File: src/hdl/allocation_leak_tracker_unit_macros.svh
// Assertion macros for the allocation leak tracker.
`ifndef ALLOCATION_LEAK_TRACKER_UNIT_MACROS_SVH
`define ALLOCATION_LEAK_TRACKER_UNIT_MACROS_SVH

// An implication that must hold at every clock edge out of reset.
`define ALT_ASSERT_IMPL(label, clk, rst_n, ante, cons, msg) \
    label: assert property (@(posedge clk) disable iff (!rst_n) (ante) |-> (cons)) \
        else $error(msg);

// An implication whose consequence must hold in the cycle after the antecedent.
`define ALT_ASSERT_NEXT(label, clk, rst_n, ante, cons, msg) \
    label: assert property (@(posedge clk) disable iff (!rst_n) (ante) |=> (cons)) \
        else $error(msg);

`endif

File: src/hdl/alt_pkg.sv
`timescale 1ns / 1ps

package alt_pkg;

    localparam int FUNC_W = 3;
    localparam int CLIENT_W = 5;
    localparam int ADDR_W = 64;
    localparam int SIZE_W = 40;
    localparam int STATUS_W = 4;
    localparam int CNT_W = 9;
    localparam int BYTES_W = 48;

    localparam logic [FUNC_W-1:0] FUNC_ALLOC = 3'd0;
    localparam logic [FUNC_W-1:0] FUNC_FREE = 3'd1;
    localparam logic [FUNC_W-1:0] FUNC_DANGLING = 3'd2;
    localparam logic [FUNC_W-1:0] FUNC_OVERFLOW = 3'd3;
    localparam logic [FUNC_W-1:0] FUNC_EXT_DOUBLE = 3'd4;
    localparam logic [FUNC_W-1:0] FUNC_REPORT = 3'd5;

    localparam logic [STATUS_W-1:0] ST_RECORDED = 4'd0;
    localparam logic [STATUS_W-1:0] ST_FULL = 4'd1;
    localparam logic [STATUS_W-1:0] ST_FREED = 4'd2;
    localparam logic [STATUS_W-1:0] ST_DOUBLE = 4'd3;
    localparam logic [STATUS_W-1:0] ST_UNKNOWN = 4'd4;
    localparam logic [STATUS_W-1:0] ST_DANGLING = 4'd5;
    localparam logic [STATUS_W-1:0] ST_OVERFLOW = 4'd6;
    localparam logic [STATUS_W-1:0] ST_EXT_DOUBLE = 4'd7;
    localparam logic [STATUS_W-1:0] ST_REPORT = 4'd8;

    typedef struct packed {
        logic [FUNC_W-1:0]   func;
        logic [CLIENT_W-1:0] client;
        logic [ADDR_W-1:0]   address;
        logic [SIZE_W-1:0]   alloc_size;
    } alt_req_t;

    typedef struct packed {
        logic [STATUS_W-1:0] status;
        logic [CNT_W-1:0]    total_count;
        logic [CNT_W-1:0]    freed_count;
        logic [CNT_W-1:0]    leak_count;
        logic [BYTES_W-1:0]  lost_bytes;
        logic [CNT_W-1:0]    double_free_count;
    } alt_rsp_t;

endpackage

File: src/hdl/alt_front.sv
`timescale 1ns / 1ps

module alt_front
    import alt_pkg::*;
(
    input  logic     clk,
    input  logic     rst_n,
    input  logic     req_valid,
    output logic     req_ready,
    input  alt_req_t req,
    output logic     q_valid,
    input  logic     q_ready,
    output alt_req_t q_data
);

    // Two-entry queue between intake and execution.
    alt_req_t   slot_reg [2];
    logic [1:0] fill_reg;
    logic [1:0] fill_next;
    logic       wptr_reg;
    logic       rptr_reg;

    wire push = req_valid && req_ready;
    wire pop = q_valid && q_ready;

    assign req_ready = fill_reg != 2'd2;
    assign q_valid = fill_reg != 2'd0;
    assign q_data = slot_reg[rptr_reg];

    always_comb
    begin
        fill_next = fill_reg + {1'b0, push} - {1'b0, pop};
    end

    always_ff @(posedge clk or negedge rst_n)
    begin
        if (!rst_n)
        begin
            fill_reg <= 2'd0;
            wptr_reg <= 1'b0;
            rptr_reg <= 1'b0;
        end
        else
        begin
            fill_reg <= fill_next;
            if (push)
                wptr_reg <= ~wptr_reg;
            if (pop)
                rptr_reg <= ~rptr_reg;
        end
    end

    always_ff @(posedge clk)
    begin
        if (push)
            slot_reg[wptr_reg] <= req;
    end

endmodule

File: config.mk
export PLATFORM = sky130hd
export DESIGN_NAME = alt_front
export DESIGN_NICKNAME = d
export VERILOG_FILES = /design/src/hdl/allocation_leak_tracker_unit_macros.svh /design/src/hdl/alt_pkg.sv /design/src/hdl/alt_front.sv
export SDC_FILE = /design/constraint.sdc
export NUM_CORES = 1
export LEC_CHECK = 0
export BUFFER_PORTS_ARGS = -buffer_cell sky130_fd_sc_hd__buf_2
export CAP_MARGIN = 20
export CORE_UTILIZATION = 45
export DETAILED_ROUTE_END_ITERATION = 7
export PLACE_DENSITY = 0.7
export SLEW_MARGIN = 0
export SYNTH_ARGS = -nofsm -noshare
export SYNTH_HDL_FRONTEND = slang
export SYNTH_SLANG_ARGS = --single-unit
File: constraint.sdc
create_clock -name clk -period 12.6 [get_ports clk]
set_clock_uncertainty 0.15 [all_clocks]
set_input_delay 1.89 -clock clk [delete_from_list [all_inputs] [get_ports clk]]
set_output_delay 1.89 -clock clk [all_outputs]
set_load 0.005 [all_outputs]
== Word level (Yosys, flattened, before mapping) ==
Memories as Yosys holds them, arrays and structs flattened.
Index checks and enable logic that the tools add are counted.

* Memories: 1
* Register bits after elaboration: 4
* Bits of input ports: 116
* Output and inout port bits: 114
* Memory bits (writable): 224
* Logic and storage cells: 14

{| class="wikitable"
|+ Memories
! name !! words !! width !! rd ports !! clocked after Yosys merged registers in !! write ports !! RTL line !! RTL
|-
| slot_reg || 2 || 112 || 1 || 0 || 1 || alt_front.sv:17 || <nowiki>alt_req_t slot_reg [2];</nowiki>
|}

* Bitwise gates (word level): 2
* Muxes and demuxes: 2
* Eq/ne operators: 1
* Add/sub/neg operators: 2
* Reduce and logical (&&, ||, !) cells: 3

{| class="wikitable"
|+ Operators with widths
! kind !! count
|-
| adder 2 x 1 -> 2 bit || 1
|-
| logical AND 1 bit || 2
|-
| 2-to-1 mux 1 bit || 2
|-
| inequality test 2 bit (second input constant) || 1
|-
| inverter 1 bit || 2
|-
| nonzero test 2 bit || 1
|-
| subtractor 2 x 1 -> 2 bit || 1
|}

== Logic depth before layout (Yosys ltp) ==
Gate-level depths: netlist of the first run.

* Depth in word-level cells: 4
* Gate-level depth with buffers: 7
* Mapped depth without buffers: 7

== Worst setup path before layout of the first run ==
OpenSTA, ideal clock, no wires.

* Path kind: in2reg
* Start point: in req_valid
* End point: mem slot_reg[0][0] in the netlist's numbering (enable)
* Path buffers: 0
* Data required time: 11866 ps
* Setup slack: 5224 ps
* Arrival time: 6642 ps
* Cell stages on the path: 2
* Setup time: 584 ps
* Path through: nand2_1 > nor2_1

* Word-level cells in the longest chain between the ends: 3

{| class="wikitable"
|+ Ends and longest elaborated chain
! element !! RTL line !! RTL
|-
| start, declared || alt_front.sv:8 || <nowiki>input logic req_valid,</nowiki>
|-
| logical AND 1 bit || alt_front.sv:23 || <nowiki>wire push = req_valid && req_ready;</nowiki>
|-
| 2-to-1 mux 1 bit || alt_front.sv:55 || <nowiki>if (push)</nowiki>
|-
| 2-to-1 mux 1 bit (not written as such) || alt_front.sv:56 || <nowiki>slot_reg[wptr_reg] <= req;</nowiki>
|-
| end, declared || alt_front.sv:17 ||
|}

Every way passes these cells.

==> qor.yml, run 1 <==
insertion_delay_ps: 500
fill_cells: 1391
tns_ps: 0
maxCapViolations: 0
setup_viol: 0
worst_pin_slew_ps: 1080
die_area_mm2: 0.0196
finalCritPeriodShare_pct: 40.1
multi_input_area_mm2: 0.00163
timing.final.ws_setup_ps: 7550
yosysTopAreaCellShare_pct: 78.5
ir_drop_mv: 0.150
hp-start: "wptr_reg$_DFFE_PN0N_"
status: "complete, no violations"
relSlewSlack_pct: 27.7
cts_resized: 0
min_period_ps: 5050
crit_path_end_kind: "primary output"
r2r_start: "fill_reg[0]$_DFF_PN0_"
post_cts_buffers: 0
slowest_delay_ps: 1120
initial_core_util_pct: 45.8
grt_pass1_vias: 4521
crit_required_ps: 10560
yosysWarnings: 0
place_congestion: 0.697
fp-row-count: 50
overflow: 0
crit_type: "flip-flop to primary output"
cp_data_arrival_time_ps: 3010
htree_levels: 1
rsz0062_at_grt: "false"
ys_ff_latch: 228
cp-start-kind: "flip-flop"
p_per_area_mw_per_mm2: 228
max_freq_mhz: 198
netlist_top_cells_area: "edfxtp_1 78%, mux2_4 12%, mux2_2 5.5%, dfrtp_1 1.2%, buf_6 1.1%"
cts_sinks: 228
drcViolationCount: 0
coreArea_mm2: 0.0187
hp-class: "flip-flop to flip-flop"
synth_cell_types: 17
grt_pass1_wl_um: 22900
crit_buf_inv: 2
dp_hpwl_um: 9680
power_mw: 2.44
drtIter0Drc: 129
final_core_util_pct: 57.2
grt_usage_pct: 14.9
firstDrtPassIters: 4
path_clk_slew_ps: 60
cp-startpoint: "rptr_reg$_DFFE_PN0P_"
synth_top_area_cell: "edfxtp_1"
clock_path_buffers: 3
detail_route.wl_per_cell_um: 17.4
crit_family: "flip-flops"
synthToLayoutAreaGrowth_pct: 24.8
seq_area_frac_synth_pct: 79.6
worst-path-max-fanout: 67
vias_per_cell: 4.83
synth_nets: 484
slew_viol_final: 0
vias: 4183
antenna_found_initial: 1
syn_area_mm2: 0.00857
seqCellArea_mm2: 0.00683
dieWidth_um: 140
cts_buffers: 24
ios: 230
cts_hold_buf: 0
cts_root_buf: "clkbuf_16"
antenna_left: 0
drive_gt1_share_pct: 60.4
pre_cts_slack_ps: 8030
cts_tree: "done"
numPortBuffers: 229
grt_max_degree: 85
crit_path_top_delay_cell: "dfrtp_4"
fp.dieH_um: 140
syn-mean-instance-area_um2: 23.4
routed_wirelength_um: 15100
timing.final.hold_violations: 0
largest_register_ffs: 224
nets: 731
leakage_nw: 4.21
netlist_instances: 366
path_cells: "buf_4, mux2_2, buf_2"
[path summary, 6_finish.rpt]
path,endpoint,slack [ps],depth (start not counted)
worst max-delay path,q_data[11],7550,3
worst min-delay path,wptr_reg$_DFFE_PN0N_,410,1
worst max register to register,slot_reg[1][37]$_DFFE_PP_,10190,4
worst min register to register,wptr_reg$_DFFE_PN0N_,410,1
max in group asynchronous,rptr_reg$_DFFE_PN0P_,11130,1
min in group asynchronous,wptr_reg$_DFFE_PN0N_,1030,1
[cell type report]
type / instances / area share, %
Tap cell: 234 / 2.74
Inverter: 1 / 0.0351
Multi-Input combinational cell: 124 / 15.2
Sequential cell: 228 / 63.8
Timing Repair Buffer: 234 / 11.3
Clock inverter: 13 / 0.819
Antenna cell: 1 / 0.0234
Clock buffer: 31 / 6.06
[metal layers]
layer	routed length [um]	track usage, %	vias to the layer above
li1	-	-	1954
met1	5990	17.3	2030
met2	7470	26.0	170
met3	1310	4.79	29
met4	295	5.44	0
met5	0	0	-
[synthesized netlist by cell type]
library cell / n
and2_1: 1
and3_1: 1
edfxtp_1: 224
nor2_1: 1
nand2_1: 1
xnor2_1: 3
buf_2: 4
xor2_1: 1
mux2_2: 42
ha_1: 2
mux2_4: 70
buf_8: 1
buf_6: 8
inv_1: 1
nand2b_1: 1
dfrtp_1: 4
or2_2: 1
[cell usage in the layout, fill, tap and decap left out]
master	n
and3_4	1
clkbuf_16	25
dfrtp_1	3
nand2_1	1
bufinv_16	1
mux2_4	70
inv_1	1
dfrtp_4	1
xor2_1	1
mux2_2	42
clkbuf_1	6
buf_2	229
nor2_4	1
clkinv_1	7
xnor2_1	3
edfxtp_1	224
ha_1	2
and2_1	1
nand2b_1	1
buf_16	1
diode_2	1
buf_4	4
or2_2	1
clkinv_2	4
inv_8	1
[stage by stage]
step,hold WS (ps),cell area [um^2],cells
4_1_cts,410,10700,864
6_report,408,10700,866
2_1_floorplan,311,8570,366
3_5_place_dp,379,9930,820
5_1_grt,433,10700,865
3_3_place_gp,344,9930,820
[worst reg2reg max path, cell delays in order (launching register included)]
cell and delay [ps]:
dfrtp_1 370, nand2b_1 180, and3_4 470, buf_4 570
buf_16 310
[logic make-up after synthesis]
| logic type | count (synthesis) | synth area share (%) |
|---|---|---|
| flip-flops | 228 | 79.6 |
| multiplexers | 112 | 17.8 |
| buffers and inverters | 14 | 1.50 |
| AND/OR/NAND/NOR | 6 | 0.380 |
| XOR/XNOR | 4 | 0.409 |
| adder cells (fa/ha/maj) | 2 | 0.292 |
[report_power, final]
group | leakage [nW] | total (mW) | internal (mW) | switching, mW
clock | 0.362 | 0.649 | 0.383 | 0.266
combinational | 1.72 | 0.664 | 0.378 | 0.285
sequential | 2.13 | 1.13 | 1.04 | 0.0901
total | 4.21 | 2.44 | 1.80 | 0.641
(Power assumes the default switching activity.)
==> inputs of run 2 (changes only) <==
Settings changed: PLACE_DENSITY 0.7 to 0.73.
Clock period 12.6 ns to 4.5 ns, I/O delays scaled along.
==> run 2 against run 1 <==
Against the previous run:
- utilization up 0.28 points
- setup slack worse by 6300 ps
- clock power rose to 2.9 times the previous value
- global-route usage up 0.42 points
- final area up 0.49%
- sequential share of layout area down 0.31 points
- total power rose to 2.8 times the previous value
- flip-flop and latch count unchanged
- combinational power rose to 2.9 times the previous value
- largest cell class unchanged
==> qor.yml, run 2 (synthesis results as in run 1) <==
drcViolationCount: 0
drtIter0Drc: 157
crit_type: "flip-flop to primary output"
maxCapViolations: 0
cts_tree: "done"
sw_frac_of_total_pct: 26.3
hp-class: "primary input to flip-flop"
max_freq_mhz: 305
worst_pin_slew_ps: 874
htree_levels: 1
final_cell_mix: "229 x buf_2, 224 x edfxtp_1, 70 x mux2_4"
min_path_cells: 1
drive_gt1_share_pct: 60.7
seqCellArea_mm2: 0.00683
timing.final.hold_violations: 0
vias: 4231
numPortBuffers: 229
reg2reg_slack_ps: 2360
setup_viol: 0
cts_buffers: 24
initial_core_util_pct: 45.8
cts_sinks: 228
r2r_start: "fill_reg[1]$_DFF_PN0_"
detail_route.wl_per_cell_um: 17.5
ir_drop_mv: 0.429
vias_per_cell: 4.87
worst-path-max-fanout: 64
fin_area_mm2: 0.0108
crit_required_ps: 3670
p_sw_mw: 1.81
relSlewSlack_pct: 41.8
place_congestion: 0.723
fill_cells: 1420
cp_data_arrival_time_ps: 2460
slew_viol_final: 0
ios: 230
fp-row-count: 50
grt_max_degree: 75
timing.rr.end: "slot_reg[1][63]$_DFFE_PP_"
place_inst: 821
p_int_mw: 5.08
combPwrFrac_pct: 27.7
grt_pass1_wl_um: 23400
dieWidth_um: 140
grt_pass1_vias: 4574
cts_root_buf: "clkbuf_16"
synthToLayoutAreaGrowth_pct: 25.4
min_period_ps: 3280
rsz0062_at_grt: "false"
timing.final.ws_setup_ps: 1220
coreArea_mm2: 0.0187
crit_path_end_kind: "primary output"
seqPwrFrac_pct: 45.3
layout_commonest_cell: "buf_2"
clock_path_buffers: 3
tns_ps: 0
hp-start: "req[11]"
largest_register_ffs: 224
routed_wirelength_um: 15200
pre_cts_slack_ps: 1670
worstHoldEndpoint: "slot_reg[0][11]$_DFFE_PP_"
finalCritPeriodShare_pct: 72.9
p_per_area_mw_per_mm2: 641
status: "complete, no violations"
insertion_delay_ps: 500
r2r_cells: 4
antenna_found_initial: 1
multi_input_area_mm2: 0.00163
firstDrtPassIters: 4
dp_hpwl_um: 9840
antenna_left: 0
pwr-share-clk_pct: 27.0
nets: 733
grt_usage_pct: 15.4
final_cells: 868
cp-start-kind: "flip-flop"
overflow: 0
path_clk_slew_ps: 60
place_area_mm2: 0.00995
fp.dieH_um: 140
leakage_nw: 4.23
die_area_mm2: 0.0196
## run 2: what timing repair did
item / 4_1_cts / 5_1_grt
hold buffers: 1 / 0
endpoints found under the hold margin: 4 / 0
gates resized for setup: 0 / 0
buffers inserted: 0 / 0
## run 2: power groups by stage
| stage | registers (mW) | clock network [mW] | logic (mW) |
|---|---|---|---|
| finish | 3.12 | 1.86 | 1.91 |
| global route | 3.17 | 1.99 | 2.07 |
| CTS | 3.14 | 1.90 | 1.93 |
| detailed placement | 3.18 | 0 | 1.92 |
| global placement | 3.14 | 0 | 1.88 |
| floorplan | 3.08 | 0 | 1.35 |
## run 2: critical path, cell delays in order (launching register included)
cell	delay (ps)
dfrtp_4	930
buf_12	430
mux2_4	340
buf_2	140
## run 2: worst max path at each step
stage                               startpoint                  endpoint  slack [ps]  cells past startpoint
after global routing      rptr_reg$_DFFE_PN0P_                 q_data[0]        1060                      3
final                     rptr_reg$_DFFE_PN0P_                q_data[98]        1220                      3
after floorplan                      req_valid  slot_reg[0][0]$_DFFE_PP_         230                      2
after detailed placement  rptr_reg$_DFFE_PN0P_                 q_data[0]        1670                      3
after global placement    rptr_reg$_DFFE_PN0P_               q_data[108]        1720                      3
after CTS                 rptr_reg$_DFFE_PN0P_               q_data[109]        1140                      3
## run 2: per-layer routing
metal	vias up	global-route usage [%]	routed length, um
met1	2079	18.5	6260
met5	-	0	0
met4	0	4.28	294
li1	1951	-	-
met2	177	26.4	7460
met3	24	5.06	1190
## run 2: area by class of cell
| class | instances | area share [%] |
|---|---|---|
| Antenna cell | 1 | 0.0233 |
| Sequential cell | 228 | 63.5 |
| Tap cell | 234 | 2.72 |
| Timing Repair Buffer | 236 | 11.5 |
| Clock inverter | 9 | 0.698 |
| Clock buffer | 35 | 6.35 |
| Multi-Input combinational cell | 124 | 15.2 |
| Inverter | 1 | 0.0349 |
## run 2: stage by stage
| stage | total power, mW | util [%] | hold slack (ps) |
|---|---|---|---|
| 2_1_floorplan | 4.43 | - | 229 |
| 3_3_place_gp | 5.02 | 53.2 | 338 |
| 3_5_place_dp | 5.10 | 53.2 | 337 |
| 4_1_cts | 6.97 | 57.3 | 192 |
| 5_1_grt | 7.23 | 57.5 | 187 |
| 6_report | 6.89 | 57.5 | 211 |
==> inputs of run 3 (changes only) <==
Clock period 4.5 ns to 2.8 ns, I/O delays scaled along.
==> run 3 against run 2 <==
Against the previous run:
- non-clock buffer count grew 112
- clock power up 68%
- utilization grew 6.2 points
- via count grew 11%
- combinational power increased by 75%
- highest routed layer unchanged
- final cell count is 12% higher
- worst hold slack lost 110 ps
- routed wire length increased by 11%
- register-to-register slack worse by 1500 ps
==> qor.yml, run 3 (synthesis results as in run 1) <==
routed_wirelength_um: 16900
slowest_delay_ps: 540
diodes: 0
drcViolationCount: 0
overflow: 0
dieWidth_um: 140
vias_per_cell: 4.81
cp-startpoint: "rptr_reg$_DFFE_PN0P_"
rsz0062_at_grt: "false"
wl_met3_um: 1040
grt_pass1_vias: 5035
drtIter0Drc: 272
crit_required_ps: 2230
fin_area_mm2: 0.0119
synthToLayoutAreaGrowth_pct: 38.9
numPortBuffers: 229
leakage_nw: 4.71
relSlewSlack_pct: 54.5
reg2reg_slack_ps: 850
grt_pass1_wl_um: 25800
antenna_left: 0
fp.dieH_um: 140
layout_commonest_cell: "buf_2"
max_freq_mhz: 394
worst_pin_slew_ps: 683
insertion_delay_ps: 510
r2r_start: "fill_reg[1]$_DFF_PN0_"
htree_levels: 1
setup_viol: 0
final_cell_mix: "229 x buf_2, 224 x edfxtp_1, 113 x dlygate4sd3_1"
vias: 4696
worst-path-max-fanout: 49
cts_buffers: 24
status: "complete, no violations"
fp-row-count: 50
largest_register_ffs: 224
drive_gt1_share_pct: 51.8
cts_tree: "done"
antenna_found_initial: 0
finalCritPeriodShare_pct: 90.8
cp_data_arrival_time_ps: 1970
cts_sinks: 228
ir_drop_mv: 0.576
r2r_cells: 4
timing.final.hold_violations: 0
crit_type: "flip-flop to primary output"
path_clk_slew_ps: 60
wl_met2_um: 8480
firstDrtPassIters: 4
grt_usage_pct: 16.9
place_congestion: 0.759
highest_layer: "met4"
crit_path_end_kind: "primary output"
min_period_ps: 2540
path_cells: "buf_12, mux2_2, buf_2"
hold_slack_ps: 98.5
dp_hpwl_um: 10300
maxCapViolations: 0
cp-start-kind: "flip-flop"
post_cts_buffers: 0
slew_viol_final: 0
detail_route.wl_per_cell_um: 17.3
final_core_util_pct: 63.7
grt_max_degree: 66
initial_core_util_pct: 45.8
drt-met1-wl_um: 6930
cts_root_buf: "clkbuf_16"
p_per_area_mw_per_mm2: 956
coreArea_mm2: 0.0187
nets: 845
ios: 230
clock_path_buffers: 3
hp-class: "primary input to asynchronous set/reset pin"
die_area_mm2: 0.0196
crit_path_top_delay_cell: "dfrtp_4"
place_area_mm2: 0.0100
[run 3: area by class of cell]
cell class                      instances  area (um^2)
Sequential cell                       228         6830
Fill cell                            1296         6800
Timing Repair Buffer                  348         2370
Multi-Input combinational cell        124         1630
Clock buffer                           29          641
Tap cell                              234          293
Clock inverter                         12          135
Inverter                                1         3.75
[run 3: power breakdown]
part	internal, mW	switching, mW
sequential	4.67	0.231
clock	1.89	1.23
combinational	1.83	1.53
total	8.40	2.98
[run 3: per-stage QoR]
stage	TNS, ps	total power [mW]	setup slack, ps	instances
4_1_cts	0	11.5	249	976
6_report	0	11.4	259	976
3_3_place_gp	0	8.13	832	822
2_1_floorplan	-6170	7.07	-55.1	366
5_1_grt	0	11.9	204	976
3_5_place_dp	0	8.23	802	822
[run 3: repair_timing]
item / 4_1_cts / 5_1_grt
hold buffers: 113 / 0
hold endpoints to repair: 228 / 0
resized for setup: 0 / 0
[run 3: path summary, 6_finish.rpt]
| kind | end |
|---|---|
| min | wptr_reg$_DFFE_PN0N_ |
| min reg2reg | fill_reg[0]$_DFF_PN0_ |
| min in group clk | wptr_reg$_DFFE_PN0N_ |
| max in group asynchronous | rptr_reg$_DFFE_PN0P_ |
| max reg2reg | slot_reg[0][95]$_DFFE_PP_ |
| max | q_data[1] |
[run 3: worst max-delay path: cells and delay by family, from the launching register on]
kind | cells | cell delay, ps
buffers and inverters | 2 | 480
flip-flops | 1 | 540
multiplexers | 1 | 390
[run 3: layer usage]
layer | track usage, % | up-vias
met5 | 0 | -
met4 | 4.74 | 0
met2 | 30.2 | 188
li1 | - | 2173
met1 | 20.7 | 2303
met3 | 3.76 | 32
